[config.mk]
export PLATFORM = sky130hd
export DESIGN_NAME = signed_varint_codec_core
export DESIGN_NICKNAME = d
export VERILOG_FILES = /design/src/rtl/svc_pkg.sv /design/src/rtl/signed_varint_codec_core.sv
export SDC_FILE = /design/constraint.sdc
export NUM_CORES = 1
export LEC_CHECK = 0
export BUFFER_PORTS_ARGS = -buffer_cell sky130_fd_sc_hd__buf_2
export CAP_MARGIN = 20
export CORE_UTILIZATION = 53
export DETAILED_ROUTE_END_ITERATION = 6
export PLACE_DENSITY_LB_ADDON = 0.15
export REMOVE_ABC_BUFFERS = 1
export SYNTH_ARGS = -nofsm -noshare
export SYNTH_HDL_FRONTEND = slang
export SYNTH_SLANG_ARGS = --single-unit
[constraint.sdc]
create_clock -name aclk -period 5.1 [get_ports aclk]
set_input_delay 1.02 -clock aclk [delete_from_list [all_inputs] [get_ports aclk]]
set_output_delay 1.02 -clock aclk [all_outputs]
set_load 0.02 [all_outputs]
[src/rtl/svc_pkg.sv]
// types and constants shared by the signed varint codec
package svc_pkg;

    localparam logic       OP_ENCODE = 1'b0;
    localparam logic       OP_DECODE = 1'b1;

    localparam logic [1:0] ST_OK        = 2'd0;
    localparam logic [1:0] ST_NO_ROOM   = 2'd1;
    localparam logic [1:0] ST_TRUNCATED = 2'd2;
    localparam logic [1:0] ST_TOO_LONG  = 2'd3;

    localparam logic [7:0] CONT_BIT  = 8'h80;
    localparam logic [7:0] SIGN_BIT  = 8'h40;
    localparam logic [7:0] HEAD_MASK = 8'h3f;
    localparam logic [7:0] TAIL_MASK = 8'h7f;

    localparam logic [14:0] ONE_BYTE_MAX = 15'd63;
    localparam logic [14:0] TWO_BYTE_MAX = 15'd8191;

    typedef struct packed {
        logic        operation;
        logic [15:0] value_in;
        logic [7:0]  in_byte0;
        logic [7:0]  in_byte1;
        logic [7:0]  in_byte2;
        logic [1:0]  avail_count;
    } item_t;

    typedef struct packed {
        logic [13:0] value_out;
        logic [7:0]  out_byte0;
        logic [7:0]  out_byte1;
        logic [7:0]  out_byte2;
        logic [1:0]  byte_length;
        logic [1:0]  status;
    } result_t;

endpackage

[src/rtl/signed_varint_codec_core.sv]
// signed varint codec core: encodes a value into one to three bytes or decodes bytes
//
// input channel (s_*): one beat carries an operation, the value to encode, up to three
// encoded bytes and a byte count (room for encode, bytes available for decode).
// result channel (m_*): one beat per input beat, in order, carrying the decoded value,
// the encoded bytes, the byte length and a status code.
// pipeline: a beat accepted on the input channel is held in the input register, then moves
// into the result register, which drives m_valid and the result fields.
// throughput: one beat per cycle while m_ready is high, set by the single pass of
// packing logic between the two registers.
// stall: while m_ready is low the result register holds; the input register still takes
// one more beat, after which s_ready follows m_ready. nothing is dropped or repeated.
// reset: aresetn low at a rising edge empties both registers; m_valid goes low and
// s_ready is high once reset is released. the block holds no other state.
module signed_varint_codec_core
    import svc_pkg::*;
(
    input  logic              aclk,
    input  logic              aresetn,
    input  logic              s_valid,
    output logic              s_ready,
    input  logic              s_operation,
    input  logic signed [15:0] s_value_in,
    input  logic [7:0]        s_in_byte0,
    input  logic [7:0]        s_in_byte1,
    input  logic [7:0]        s_in_byte2,
    input  logic [1:0]        s_avail_count,
    output logic              m_valid,
    input  logic              m_ready,
    output logic signed [13:0] m_value_out,
    output logic [7:0]        m_out_byte0,
    output logic [7:0]        m_out_byte1,
    output logic [7:0]        m_out_byte2,
    output logic [1:0]        m_byte_length,
    output logic [1:0]        m_status
);

    logic    in_valid_reg;
    item_t   in_item_reg;
    logic    out_valid_reg;
    result_t out_result_reg;
    logic    out_load;
    logic    in_load;
    result_t result_next;

    logic        neg;
    logic [14:0] mag;
    logic [7:0]  head;
    logic [12:0] dec_mag;
    logic [13:0] dec_value;

    assign out_load = !out_valid_reg || m_ready;
    assign s_ready  = !in_valid_reg || out_load;
    assign in_load  = s_valid && s_ready;

    always_ff @(posedge aclk) begin
        if (!aresetn) begin
            in_valid_reg <= 1'b0;
        end else if (s_ready) begin
            in_valid_reg <= s_valid;
        end
    end

    always_ff @(posedge aclk) begin
        if (in_load) begin
            in_item_reg.operation   <= s_operation;
            in_item_reg.value_in    <= s_value_in;
            in_item_reg.in_byte0    <= s_in_byte0;
            in_item_reg.in_byte1    <= s_in_byte1;
            in_item_reg.in_byte2    <= s_in_byte2;
            in_item_reg.avail_count <= s_avail_count;
        end
    end

    // encode side
    assign neg  = in_item_reg.value_in[15];
    assign mag  = neg ? ~in_item_reg.value_in[14:0] : in_item_reg.value_in[14:0];
    assign head = neg ? SIGN_BIT : 8'h00;

    // decode side
    assign dec_mag   = {in_item_reg.in_byte0[5:0], in_item_reg.in_byte1[6:0]};
    assign dec_value = (in_item_reg.in_byte0 & SIGN_BIT) != 8'h00
                       ? ~{1'b0, (in_item_reg.in_byte0[7] ? dec_mag
                                                          : {7'd0, in_item_reg.in_byte0[5:0]})}
                       :  {1'b0, (in_item_reg.in_byte0[7] ? dec_mag
                                                          : {7'd0, in_item_reg.in_byte0[5:0]})};

    always_comb begin
        result_next = '0;
        if (in_item_reg.operation == OP_ENCODE) begin
            if (in_item_reg.avail_count == 2'd0) begin
                result_next.status = ST_NO_ROOM;
            end else if (mag <= ONE_BYTE_MAX) begin
                result_next.out_byte0   = head | (mag[7:0] & HEAD_MASK);
                result_next.byte_length = 2'd1;
                result_next.status      = ST_OK;
            end else if (mag <= TWO_BYTE_MAX) begin
                result_next.out_byte0   = head | CONT_BIT | ({1'b0, mag[13:7]} & HEAD_MASK);
                result_next.out_byte1   = mag[7:0] & TAIL_MASK;
                result_next.byte_length = 2'd2;
                result_next.status      = ST_OK;
            end else begin
                result_next.out_byte0   = head | CONT_BIT | {7'd0, mag[14]};
                result_next.out_byte1   = mag[14:7] | CONT_BIT;
                result_next.out_byte2   = mag[7:0] & TAIL_MASK;
                result_next.byte_length = 2'd3;
                result_next.status      = ST_OK;
            end
        end else begin
            if (in_item_reg.avail_count == 2'd0) begin
                result_next.status = ST_TRUNCATED;
            end else if (!in_item_reg.in_byte0[7]) begin
                result_next.value_out   = dec_value;
                result_next.byte_length = 2'd1;
                result_next.status      = ST_OK;
            end else if (in_item_reg.avail_count == 2'd1) begin
                result_next.status = ST_TRUNCATED;
            end else if (in_item_reg.in_byte1[7]) begin
                result_next.status = (in_item_reg.avail_count == 2'd2) ? ST_TRUNCATED
                                                                       : ST_TOO_LONG;
            end else begin
                result_next.value_out   = dec_value;
                result_next.byte_length = 2'd2;
                result_next.status      = ST_OK;
            end
        end
    end

    always_ff @(posedge aclk) begin
        if (!aresetn) begin
            out_valid_reg <= 1'b0;
        end else if (out_load) begin
            out_valid_reg <= in_valid_reg;
        end
    end

    always_ff @(posedge aclk) begin
        if (out_load && in_valid_reg) begin
            out_result_reg <= result_next;
        end
    end

    assign m_valid       = out_valid_reg;
    assign m_value_out   = out_result_reg.value_out;
    assign m_out_byte0   = out_result_reg.out_byte0;
    assign m_out_byte1   = out_result_reg.out_byte1;
    assign m_out_byte2   = out_result_reg.out_byte2;
    assign m_byte_length = out_result_reg.byte_length;
    assign m_status      = out_result_reg.status;

endmodule

==> summary.md <==
| Metric | Value |
|---|---|
| Outcome | finished clean |
| Share of async-settable or async-resettable flops after synthesis | 0% |
| Multi-input combinational cell area | 953 um^2 |
| Most instantiated flip-flop cell in the synthesis netlist | edfxtp_1 |
| Slew Limit Fails | 0 |
| Largest clock skew in the final design | 0.0106 ns |
| Launch instance of the worst min-delay path | in_valid_reg |
| Finished layout cell area | 4060 um^2 |
| Leakage power of the design | 1.56 nW |
| Iteration count of the initial detailed-routing pass | 4 |
| Number of violations reported at the end of detailed-routing iteration 0 | 171 |
| Unrepaired setup endpoints after global routing | no |
| Max FFs per register | 22 |
| Cell row count | 28 |
| Setup Viol. Count Final | 0 |
| Final Hold Fails | 0 |
| Clk_lat worst skew | 0.34 ns |
| Pin count of the biggest net entering global routing | 42 |
| Portion of synthesized cell area occupied by the leading cell type | 67.0% |
| Detailed-route via count | 2229 |
| Setup slack after layout | 1.79 ns |
| Number of standard cells after synthesis | 254 |
| Post-route core utilization | 67.1% |
| Core area | 6060 um^2 |
| Post-CTS resize count | 0 |
| Max frequency | 302 MHz |
| Global-route wire length before repair | 9650 um |
| Initial core utilization | 56.2% |
| Pre-CTS setup slack | 1.87 ns |
| Number of setup buffers added after CTS | 0 |
| Top-level I/O count | 91 |
| Arrival time reported for the critical path endpoint | 3.37 ns |
| Antenna violations before repair | 0 |
| Launch point of the worst reg-to-reg path | in_item_reg[41] |
| Classification of the worst setup path | flip-flop to flip-flop |
| Crit path required time | 5.16 ns |
| DPL Wire Length | 4000 um |
| Type of the tightest min-delay check | flip-flop to flip-flop |
| Total negative setup slack | 0 ns |
| Mean area per synthesized cell | 13.4 um^2 |
| Tightest hold margin | 0.548 ns |
| Global-route usage over all layers | 20.2% |
| Share of synthesized area occupied by flip-flops and latches | 68.2% |
| H-Tree Level Count | 3 |
| Startpoint type of the worst setup path | flip-flop |
| Terminus of the critical flop-to-flop path | m_byte_length[1] |
| CTS clk-pin slew, worst paths | 0.07 ns |
| Layout filler cell count | 463 |
| Leading cell types by total area after synthesis | edfxtp_1, xnor2_1, nand3_1, nor2_1, mux2i_1 |
| Final WL | 6120 um |
| Hold-fix buffer count after cts | 0 |
| Area after DPL | 3820 um^2 |
| Total gr overflow | 0 |
| Floorplan die width | 82.2 um |
| Fraction of layout instances using a drive strength above 1 | 30.4% |
| Worst Hold End | m_valid |
| Critical path peak fanout | 25 |
| Final ANT Viol Nets | 0 |
| Area leader, netlist | edfxtp_1 |
| Worst setup slack for register-to-register paths | 1.79 ns |
| FF+latch area | 2320 um^2 |
| Die area | 6750 um^2 |
| Netlist area before placement | 3410 um^2 |
| Period utilisation layout | 64.9% |
| Area growth, synth to finish | 19.3% |
| Reg2reg path depth | 4 |
| P per Cell Area | 348 nW/um^2 |
| Number of buffers added by the clock tree synthesis step | 9 |
| Count of input and output buffers | 81 |
| Max_slew headroom | 41.8% |
| Clock sink count | 78 |
| Number of global-route vias before repair | 1980 |
| Distinct cell type count after synthesis | 43 |
| Per-cell via count in the routed design | 5.42 |
| DRC violation count after routing | 0 |
| Count of inserted antenna diode cells | 0 |
| Worst Hold Path Cells | 1 |
| Post-synthesis register bit count | 78 |
| Y dimension of the die | 82.2 um |
| Period minus WS final | 3.31 ns |
| Max VDD drop | 0.239 mV |
| Pin slew with the least headroom to its limit | 0.866 ns |
| Drt wl/cell | 14.9 um |
| Yosys warnings | 0 |
| CP Capture Type | flip-flop |
| Final-stage net count | 378 |
| Library cell used as clock root buffer | clkbuf_8 |
| Clock tree from TritonCTS | built |
| Final weighted congestion in routability-driven placement | 0.777 |
| Max-Cap Viols | 0 |
| Count of flip-flops with a built-in enable after synthesis | 76 |
| Clk buf depth | 2 |
worst max-delay path by stage:
stage / from / endpoint / slack, ns / cells past startpoint
after global placement: in_item_reg[41] / m_byte_length[1] / 1.91 / 4
after floorplan: m_ready / m_byte_length[0] / 1.72 / 2
after CTS: in_item_reg[41] / m_byte_length[1] / 1.85 / 4
final: in_item_reg[41] / m_byte_length[1] / 1.79 / 4
after global routing: in_item_reg[41] / m_byte_length[1] / 1.53 / 4
after detailed placement: in_item_reg[41] / m_byte_length[1] / 1.87 / 4
cell type report:
type / count / area share [%]
inverters: 10 / 0.924
flip-flops and latches: 78 / 57.1
well taps: 75 / 2.31
clock inverters: 4 / 1.75
clock buffers: 12 / 3.57
multi-input cells: 149 / 23.5
repair buffers: 83 / 10.8
critical path: stages (launching register included):
cell and delay [ns]:
edfxtp_1 0.92, nand3_1 0.63, o22ai_2 0.73, a21o_1 0.59
o21ai_1 0.15
cells in the final DEF, fill, tap and decap left out, types with 3 or more instances in the layout:
master / count
a211oi_1: 6
a21oi_1: 7
a31oi_1: 5
a32oi_1: 5
buf_2: 81
clkbuf_8: 10
clkinv_1: 3
edfxtp_1: 76
inv_1: 7
mux2i_1: 6
nand2_1: 12
nand3_1: 15
nor2_1: 18
nor3_1: 11
nor3b_1: 6
o21ai_0: 11
xnor2_1: 20
power breakdown:
part	switching (mW)	internal, mW
clock	0.208	0.288
sequential	0.0226	0.747
combinational	0.0891	0.0590
total	0.320	1.09
synth_stat cells (2+ instances only):
cell type / count
inv_1: 7
buf_6: 3
nor2b_1: 3
or3_1: 2
a211oi_1: 6
buf_2: 3
mux2i_1: 6
a32oi_1: 5
a31oi_1: 5
a21oi_1: 7
edfxtp_1: 76
xnor2_1: 20
o21ai_0: 11
o211a_1: 2
dfxtp_1: 2
and3_1: 2
buf_1: 3
nor3b_1: 6
nand3_1: 15
clkbuf_1: 5
buf_4: 3
nor3_1: 11
nand2_1: 12
and2_1: 2
clkinv_1: 2
nor2_1: 18
stage by stage:
step,power [mW],std cells
global placement,0.925,394
CTS,1.42,410
finish,1.41,411
floorplan,0.877,237
global route,1.47,411
detailed placement,0.930,394
logic make-up (layout without fill, tap and decap cells):
kind of cell	after synthesis	after routing	share of synthesized area (%)
mux	7	7	2.42
buf+inv	27	109	4.08
other cells	1	1	0.110
flops	78	78	68.2
xor+xnor	20	20	5.14
compound gates	46	46	9.11
simple gates	75	75	11.0
layer usage:
layer  GRT usage [%]  vias up  wire length, um
li1                -     1098                -
met1            27.1     1033             2600
met5               0        -                0
met3            5.82       10              435
met2            30.8       88             2980
met4            8.25        0              107
No activity file was read; power rests on OpenSTA's default activity.
